File: src/tdpt_pkg.sv
// Shared widths, constants, state codes and link structs for the
// trial-division primality tester. No dependencies.
`timescale 1ns / 1ps
`default_nettype none

package tdpt_pkg;

  // Width of the value field, two's complement.
  localparam int VALUE_WIDTH = 32;
  // Magnitude bits: sign bit is clear for every value that reaches the divider.
  localparam int MAG_W       = VALUE_WIDTH - 1;
  // Bit counter for one division, counts MAG_W-1 down to 0.
  localparam int CNT_W       = $clog2(MAG_W);

  localparam logic [MAG_W-1:0] VAL_TWO    = MAG_W'(2);
  localparam logic [MAG_W-1:0] VAL_THREE  = MAG_W'(3);
  localparam logic [MAG_W-1:0] FIRST_CAND = MAG_W'(5);
  localparam logic [MAG_W-1:0] CAND_GAP   = MAG_W'(2);
  localparam logic [MAG_W-1:0] CAND_STEP  = MAG_W'(6);

  typedef enum logic [4:0] {
    ST_IDLE = 5'b00001,
    ST_DIV3 = 5'b00010,
    ST_DIVA = 5'b00100,
    ST_DIVB = 5'b01000,
    ST_FIN  = 5'b10000
  } seq_state_e;

  typedef struct packed {
    logic             start;
    logic [MAG_W-1:0] dividend;
    logic [MAG_W-1:0] divisor;
  } div_req_t;

  typedef struct packed {
    logic             done;
    logic [MAG_W-1:0] quot;
    logic             rem_zero;
  } div_rsp_t;

  typedef struct packed {
    logic idle;
    logic done;
    logic flag;
  } seq_sts_t;

endpackage

`default_nettype wire

File: src/tdpt_seq.sv
// Sequencer: screens trivial values, divides by 3, then walks the
// 6k-1 / 6k+1 divisors through the serial divider. Depends on tdpt_pkg.
`timescale 1ns / 1ps
`default_nettype none

module tdpt_seq (
  input  wire                                   clk_i,
  input  wire                                   rst_ni,
  input  wire                                   start_i,
  input  wire  [tdpt_pkg::VALUE_WIDTH-1:0]      value_i,
  input  wire                                   ack_i,
  output tdpt_pkg::seq_sts_t                    sts_o,
  output tdpt_pkg::div_req_t                    req_o,
  input  tdpt_pkg::div_rsp_t                    rsp_i
);

  tdpt_pkg::seq_state_e           state_q, state_d;
  logic [tdpt_pkg::MAG_W-1:0]     val_q, val_d;
  logic [tdpt_pkg::MAG_W-1:0]     cand_q, cand_d;
  logic                           flag_q, flag_d;
  logic [tdpt_pkg::MAG_W-1:0]     mag;

  assign mag = value_i[tdpt_pkg::MAG_W-1:0];

  always_comb begin
    state_d      = state_q;
    val_d        = val_q;
    cand_d       = cand_q;
    flag_d       = flag_q;
    req_o.start  = 1'b0;
    req_o.dividend = (state_q == tdpt_pkg::ST_IDLE) ? mag : val_q;
    req_o.divisor  = '0;
    case (state_q)
      tdpt_pkg::ST_IDLE: begin
        if (start_i) begin
          val_d = mag;
          if (value_i[tdpt_pkg::VALUE_WIDTH-1] || mag < tdpt_pkg::VAL_TWO) begin
            flag_d  = 1'b0;
            state_d = tdpt_pkg::ST_FIN;
          end else if (mag == tdpt_pkg::VAL_TWO || mag == tdpt_pkg::VAL_THREE) begin
            flag_d  = 1'b1;
            state_d = tdpt_pkg::ST_FIN;
          end else if (!mag[0]) begin
            flag_d  = 1'b0;
            state_d = tdpt_pkg::ST_FIN;
          end else begin
            req_o.start   = 1'b1;
            req_o.divisor = tdpt_pkg::VAL_THREE;
            state_d       = tdpt_pkg::ST_DIV3;
          end
        end
      end
      tdpt_pkg::ST_DIV3: begin
        if (rsp_i.done) begin
          if (rsp_i.rem_zero) begin
            flag_d  = 1'b0;
            state_d = tdpt_pkg::ST_FIN;
          end else begin
            cand_d        = tdpt_pkg::FIRST_CAND;
            req_o.start   = 1'b1;
            req_o.divisor = tdpt_pkg::FIRST_CAND;
            state_d       = tdpt_pkg::ST_DIVA;
          end
        end
      end
      tdpt_pkg::ST_DIVA: begin
        // quotient of v / i doubles as the bound check i <= v / i
        if (rsp_i.done) begin
          if (cand_q > rsp_i.quot) begin
            flag_d  = 1'b1;
            state_d = tdpt_pkg::ST_FIN;
          end else if (rsp_i.rem_zero) begin
            flag_d  = 1'b0;
            state_d = tdpt_pkg::ST_FIN;
          end else begin
            req_o.start   = 1'b1;
            req_o.divisor = cand_q + tdpt_pkg::CAND_GAP;
            state_d       = tdpt_pkg::ST_DIVB;
          end
        end
      end
      tdpt_pkg::ST_DIVB: begin
        if (rsp_i.done) begin
          if (rsp_i.rem_zero) begin
            flag_d  = 1'b0;
            state_d = tdpt_pkg::ST_FIN;
          end else begin
            cand_d        = cand_q + tdpt_pkg::CAND_STEP;
            req_o.start   = 1'b1;
            req_o.divisor = cand_q + tdpt_pkg::CAND_STEP;
            state_d       = tdpt_pkg::ST_DIVA;
          end
        end
      end
      tdpt_pkg::ST_FIN: begin
        if (ack_i) begin
          state_d = tdpt_pkg::ST_IDLE;
        end
      end
      default: begin
        state_d = tdpt_pkg::ST_IDLE;
      end
    endcase
  end

  always_ff @(posedge clk_i or negedge rst_ni) begin
    if (!rst_ni) begin
      state_q <= tdpt_pkg::ST_IDLE;
    end else begin
      state_q <= state_d;
    end
  end

  always_ff @(posedge clk_i) begin
    val_q  <= val_d;
    cand_q <= cand_d;
    flag_q <= flag_d;
  end

  assign sts_o.idle = (state_q == tdpt_pkg::ST_IDLE);
  assign sts_o.done = (state_q == tdpt_pkg::ST_FIN);
  assign sts_o.flag = flag_q;

endmodule

`default_nettype wire

File: config.mk
export PLATFORM = sky130hd
export DESIGN_NAME = tdpt_seq
export DESIGN_NICKNAME = d
export VERILOG_FILES = /design/src/tdpt_pkg.sv /design/src/tdpt_seq.sv
export SDC_FILE = /design/constraint.sdc
export NUM_CORES = 1
export LEC_CHECK = 0
export BUFFER_PORTS_ARGS = -buffer_cell sky130_fd_sc_hd__buf_4
export CAP_MARGIN = 20
export CORE_ASPECT_RATIO = 1.25
export CORE_MARGIN = 2
export CORE_UTILIZATION = 30
export CTS_BUF_LIST = sky130_fd_sc_hd__clkbuf_8
export DETAILED_ROUTE_END_ITERATION = 6
export GPL_ROUTABILITY_DRIVEN = 0
export PLACE_DENSITY = 0.52
export SKIP_LAST_GASP = 1
export SYNTH_ARGS = -nofsm -noshare
export SYNTH_HDL_FRONTEND = slang
export SYNTH_SLANG_ARGS = --single-unit
File: constraint.sdc
create_clock -name clk_i -period 2.5 [get_ports clk_i]
set_input_delay 0.25 -clock clk_i [delete_from_list [all_inputs] [get_ports clk_i]]
set_output_delay 0.25 -clock clk_i [all_outputs]
set_load 0.05 [all_outputs]
# Word-level counts from Yosys, hierarchy flattened
# Index checks and enable logic that the tools add are counted.
# totals
reg_bits	68
wordCells	80
# op_classes
n_lt_le_gt_ge	2
reduce_logical	9
n_eq_ne	16
mux	47
n_addsub	2
# ops
operator	count
$mux 31	10
$pmux 31 s4	1
$eq 31x2->1 const B	2
$pmux 31 s2	1
$mux 5	10
$add 31x2->31 const B	1
$add 31x3->31 const B	1
$gt 31x31->1	1
$lt 31x2->1 const B	1
$pmux 5 s4	1
$mux 1	16
$ne 2x2->1 const B	7
$reduce_and 5->1	2
$mux 2	4
$mux 3	2
$pmux 1 s3	2
$eq 5x1->1 const B	1
$eq 5x2->1 const B	1
$eq 5x3->1 const B	1
$eq 5x4->1 const B	1
$eq 5x5->1 const B	1
$ne 4x2->1 const B	1
$reduce_and 4->1	1
$reduce_bool 3->1	1
5 further kinds	6

# Longest topological paths before layout
# logic_depth
word_depth	6
ltp_mapped	11
depth_no_buf	9

# Worst setup path before layout
# Ideal clock, no wire load.
# synth_timing
path_kind	flip-flop to output port
from	register cand_q[13] (netlist name)
to	output req_o[4] (netlist name)
path_stages_with_launch	9
path_slack_ns	-0.638
t_arrival_ns	2.888
cell_sequence	edfxtp_1 -> ha_1 -> nand4_1 -> nor3_1 -> and3_1 -> a31o_2 -> nand3_2 -> maj3_1 -> a31oi_1
# synth_lines
item	line_no	text
start: declaration	tdpt_seq.sv:19	logic [tdpt_pkg::MAG_W-1:0] cand_q, cand_d;
start signal: assignment	tdpt_seq.sv:116	cand_q <= cand_d;
end: declaration	tdpt_seq.sv:13	output tdpt_pkg::div_req_t req_o,

==> results.py <==
metrics = {
    "synth": {
        "yosys.area_share.adder": 0.0792,
        "synth_cells": 620,
        "synthesized_nets": 721,
        "synth-edff-count": 62,
        "syn_avg_cell_area_um2": 8.36,
        "synthArstFlopShare": 0.0746,
        "synth_top_family_by_area": "simple AND/OR/NAND/NOR gates",
        "synth_seq_area_share": 0.384,
        "synth.mux.area_fraction": 0,
        "synth_compound_area_frac": 0.142,
        "synth_area_mm2": 0.00518,
        "postSynthRegisterBits": 67,
        "synthSimpleGateAreaFrac": 0.270,
        "synth_ff_type": "sky130_fd_sc_hd__edfxtp_1",
        "yosys_warn_count": 0,
        "yosys.area_share.xor_xnor": 0.0608,
        "synth.lib_cells_used.distinct": 60,
    },
    "drt": {
        "via_per_inst": 4.96,
        "drcViolationCount": 0,
        "postRouteWirelength_um": 16900,
        "firstDrtPassIters": 4,
        "wirelength_met1_um": 6990,
        "dr.first_iter.drc_count": 261,
        "drt.antenna.violating_nets": 0,
        "route.vias.total": 5211,
        "met2_length_um": 8530,
        "drt-wirelength-per-cell_um": 16.1,
        "highest_layer": "met4",
        "met3_length_um": 1070,
    },
    "timing": {
        "finalCritPeriodShare": 1.27,
        "totalNegativeSetupSlack_ns": -19.08,
        "final.min_clock_period_ns": 3.17,
        "timing.fmax_ghz": 0.315,
        "slew-limit-headroom": 0.618,
        "setup_violations": 34,
        "final.setup_skew_ns": 0.00926,
        "hold_ws_ns": 0.0746,
        "final_max_slew_viol_count": 0,
        "setup_slack_ns": -0.675,
        "worst_pin_slew_ns": 0.571,
        "report.final.hold_viol_count": 0,
        "unrepaired_setup_endpoints_after_global_routing": "yes",
    },
    "setup_path": {
        "critPathArrivalTime_ns": 2.92,
        "worstSetupEndpointType": "output pin",
        "worst-path-max-fanout": 6,
        "worstPathRequired_ns": 2.25,
        "startpoint_type_of_the_worst_setup_path": "register",
        "timing.setup.critical_path_class": "reg2out",
    },
    "clocking": {
        "clk_path_buf_depth": 2,
        "clock-sinks": 67,
        "cts-buffers-inserted": 9,
        "cts.clk_slew.worst_paths_ns": 0.09,
        "clkLatencyLatePin_ns": 0.37,
        "clock_tree.htree_level_count": 3,
        "tritoncts": "done",
        "root_buffer": "sky130_fd_sc_hd__clkbuf_8",
    },
    "floorplan": {
        "chipHeight_um": 151,
        "dieWidth_um": 122,
        "ioPinCount": 135,
        "floorplan.die_area_mm2": 0.0183,
        "core.rowCount": 53,
        "core_area_mm2": 0.0168,
        "initial_utilization": 0.308,
    },
    "run": {
        "timing.max_cap.violations": 0,
    },
    "power_and_ir_drop": {
        "pwr-share-seq": 0.278,
        "total_power_w": 0.00514,
        "power_per_cell_area_mw_per_mm2": 649,
        "sw_frac_of_total": 0.476,
        "power.static_leakage_nw": 3.48,
        "power.combinational.fraction": 0.515,
        "max-vdd-ir-drop_uv": 825,
        "internal-power_w": 0.00269,
        "clockPowerShare": 0.207,
        "power.net_switching_w": 0.00244,
    },
    "global_route": {
        "pin_count_of_the_biggest_net_entering_global_routing": 35,
        "groute.usage.overall": 0.189,
        "grt-ovfl-total": 0,
        "grt_pass1_wl_um": 27100,
        "via_count_of_the_first_global_routing_pass": 5329,
        "grt_antenna_before_repair": 0,
    },
    "placed_design": {
        "io_buffers": 134,
        "place.detailed.hpwl_um": 12500,
    },
    "final_layout": {
        "antenna_cells": 0,
        "fillers": 1640,
        "final_util": 0.470,
        "flow.area_growth_from_synthesis_pct": 52.7,
        "final_nets": 926,
        "layout_cells_sized_above_1": 0.386,
    },
    "status": {
        "run_status": "finished, violations left",
        "failed_checks": "setup timing",
    },
    "hold_path": {
        "hp-class": "in2reg",
    },
}
-- worst max-delay path, stage by stage (launching register included) --
cell                       delay [ns]
sky130_fd_sc_hd__edfxtp_1        0.44
sky130_fd_sc_hd__ha_4            0.29
sky130_fd_sc_hd__nand4_1         0.23
sky130_fd_sc_hd__nor3_1          0.24
sky130_fd_sc_hd__nand2_1         0.13
sky130_fd_sc_hd__a31o_4          0.27
sky130_fd_sc_hd__buf_4           0.13
sky130_fd_sc_hd__and3_4          0.19
sky130_fd_sc_hd__a22o_1          0.22
sky130_fd_sc_hd__a22o_4          0.26
sky130_fd_sc_hd__buf_8           0.15
-- power groups by stage --
stage	registers [W]	clock network, W	logic (W)
2_1_floorplan	0.00144	0	0.00182
3_3_place_gp	0.00145	0	0.00265
3_5_place_dp	0.00145	0	0.00264
4_1_cts	0.00143	0.00110	0.00266
5_1_grt	0.00145	0.00113	0.00282
6_report	0.00143	0.00106	0.00265
-- sequential cells by signal, indices dropped and copies added (netlist names) --
| name | count |
|---|---|
| flag_q | 1 |
| val_q | 31 |
| cand_q | 30 |
| state_q | 5 |
-- synthesized netlist by cell type (5+ instances only) --
library cell               number  area [um2]
sky130_fd_sc_hd__buf_2         10        50.1
sky130_fd_sc_hd__nor4_1         8        50.1
sky130_fd_sc_hd__and3_1        11        68.8
sky130_fd_sc_hd__a21oi_1       22         110
sky130_fd_sc_hd__nor2b_1        8        50.1
sky130_fd_sc_hd__o21ai_0       15        75.1
sky130_fd_sc_hd__clkbuf_1      15        56.3
sky130_fd_sc_hd__inv_1         42         158
sky130_fd_sc_hd__o21a_1        16         120
sky130_fd_sc_hd__nand3_1       23         115
sky130_fd_sc_hd__xnor2_1       15         131
sky130_fd_sc_hd__edfxtp_1      62        1860
sky130_fd_sc_hd__a22o_1        23         201
sky130_fd_sc_hd__nor2_1        53         199
sky130_fd_sc_hd__xor2_1        21         184
sky130_fd_sc_hd__and4_1         5        43.8
sky130_fd_sc_hd__ha_1          32         400
sky130_fd_sc_hd__nor3_1        22         110
sky130_fd_sc_hd__nand2_1      139         522
sky130_fd_sc_hd__nand4_1       11        68.8
-- cell families after synthesis --
family	count (synthesis)
fa+ha+maj	33
compound gates	105
simple gates	302
buf+inv	77
xor+xnor	36
flops	67
-- metrics by stage --
stage / std cells / cell area, um2 / setup slack [ns]
finish: 1050 / 7910 / -0.675
detailed placement: 1024 / 7190 / -0.417
floorplan: 620 / 5430 / -0.199
global route: 1050 / 7910 / -0.775
global placement: 1024 / 7190 / -0.370
CTS: 1047 / 7760 / -0.804
-- cell usage in the layout (no fill, tap or decap), types with 8 or more instances in the layout --
master	instances
sky130_fd_sc_hd__nand3_1	23
sky130_fd_sc_hd__nor2_1	50
sky130_fd_sc_hd__nand2_1	138
sky130_fd_sc_hd__nor3_2	8
sky130_fd_sc_hd__o21a_2	10
sky130_fd_sc_hd__inv_1	42
sky130_fd_sc_hd__clkbuf_8	9
sky130_fd_sc_hd__nor2b_1	8
sky130_fd_sc_hd__o21ai_0	13
sky130_fd_sc_hd__ha_1	28
sky130_fd_sc_hd__a21oi_1	19
sky130_fd_sc_hd__buf_6	23
sky130_fd_sc_hd__buf_8	12
sky130_fd_sc_hd__and3_1	9
sky130_fd_sc_hd__xnor2_1	15
sky130_fd_sc_hd__xor2_1	21
sky130_fd_sc_hd__buf_4	187
sky130_fd_sc_hd__a22o_1	12
sky130_fd_sc_hd__nand4_1	11
sky130_fd_sc_hd__nor3_1	13
sky130_fd_sc_hd__a22o_4	10
sky130_fd_sc_hd__edfxtp_1	62
-- path summary, 6_finish.rpt --
kind / from / end / slack, ns / cells past startpoint
setup reg to reg: cand_q[30] / state_q[4] / -0.15 / 11
hold reg to reg: state_q[0] / state_q[0] / 0.56 / 2
max in group asynchronous: rst_ni / state_q[0] / 2.08 / 2
min in group asynchronous: rst_ni / state_q[3] / 0.22 / 2
setup / recovery: cand_q[26] / req_o[29] / -0.67 / 10
hold / removal: value_i[28] / val_q[28] / 0.07 / 1
-- layout make-up --
cell class	count	area (um2)	share of cell area
multi-input cells	479	3370	0.426
inverters	43	161	0.0204
well taps	220	275	0.0348
clock buffers	9	124	0.0157
clock inverters	7	98.8	0.0125
repair buffers	225	1890	0.239
flip-flops and latches	67	1990	0.251
-- layer usage --
| metal | track usage | vias up |
|---|---|---|
| met1 | 0.221 | 2437 |
| met3 | 0.0474 | 19 |
| li1 | - | 2600 |
| met4 | 0.0592 | 0 |
| met2 | 0.338 | 155 |
| met5 | 0 | - |
-- timing repair --
| action | in CTS | in global routing |
|---|---|---|
| hold endpoints to repair | 5 | 0 |
| hold buffers | 1 | 0 |
| pin swaps | 21 | 24 |
| gates resized for setup | 67 | 21 |
| gates cloned | 3 | 0 |
| endpoints found under the setup margin | 33 | 35 |
| buffers inserted | 5 | 3 |
Power figures use the tool's default switching activity.
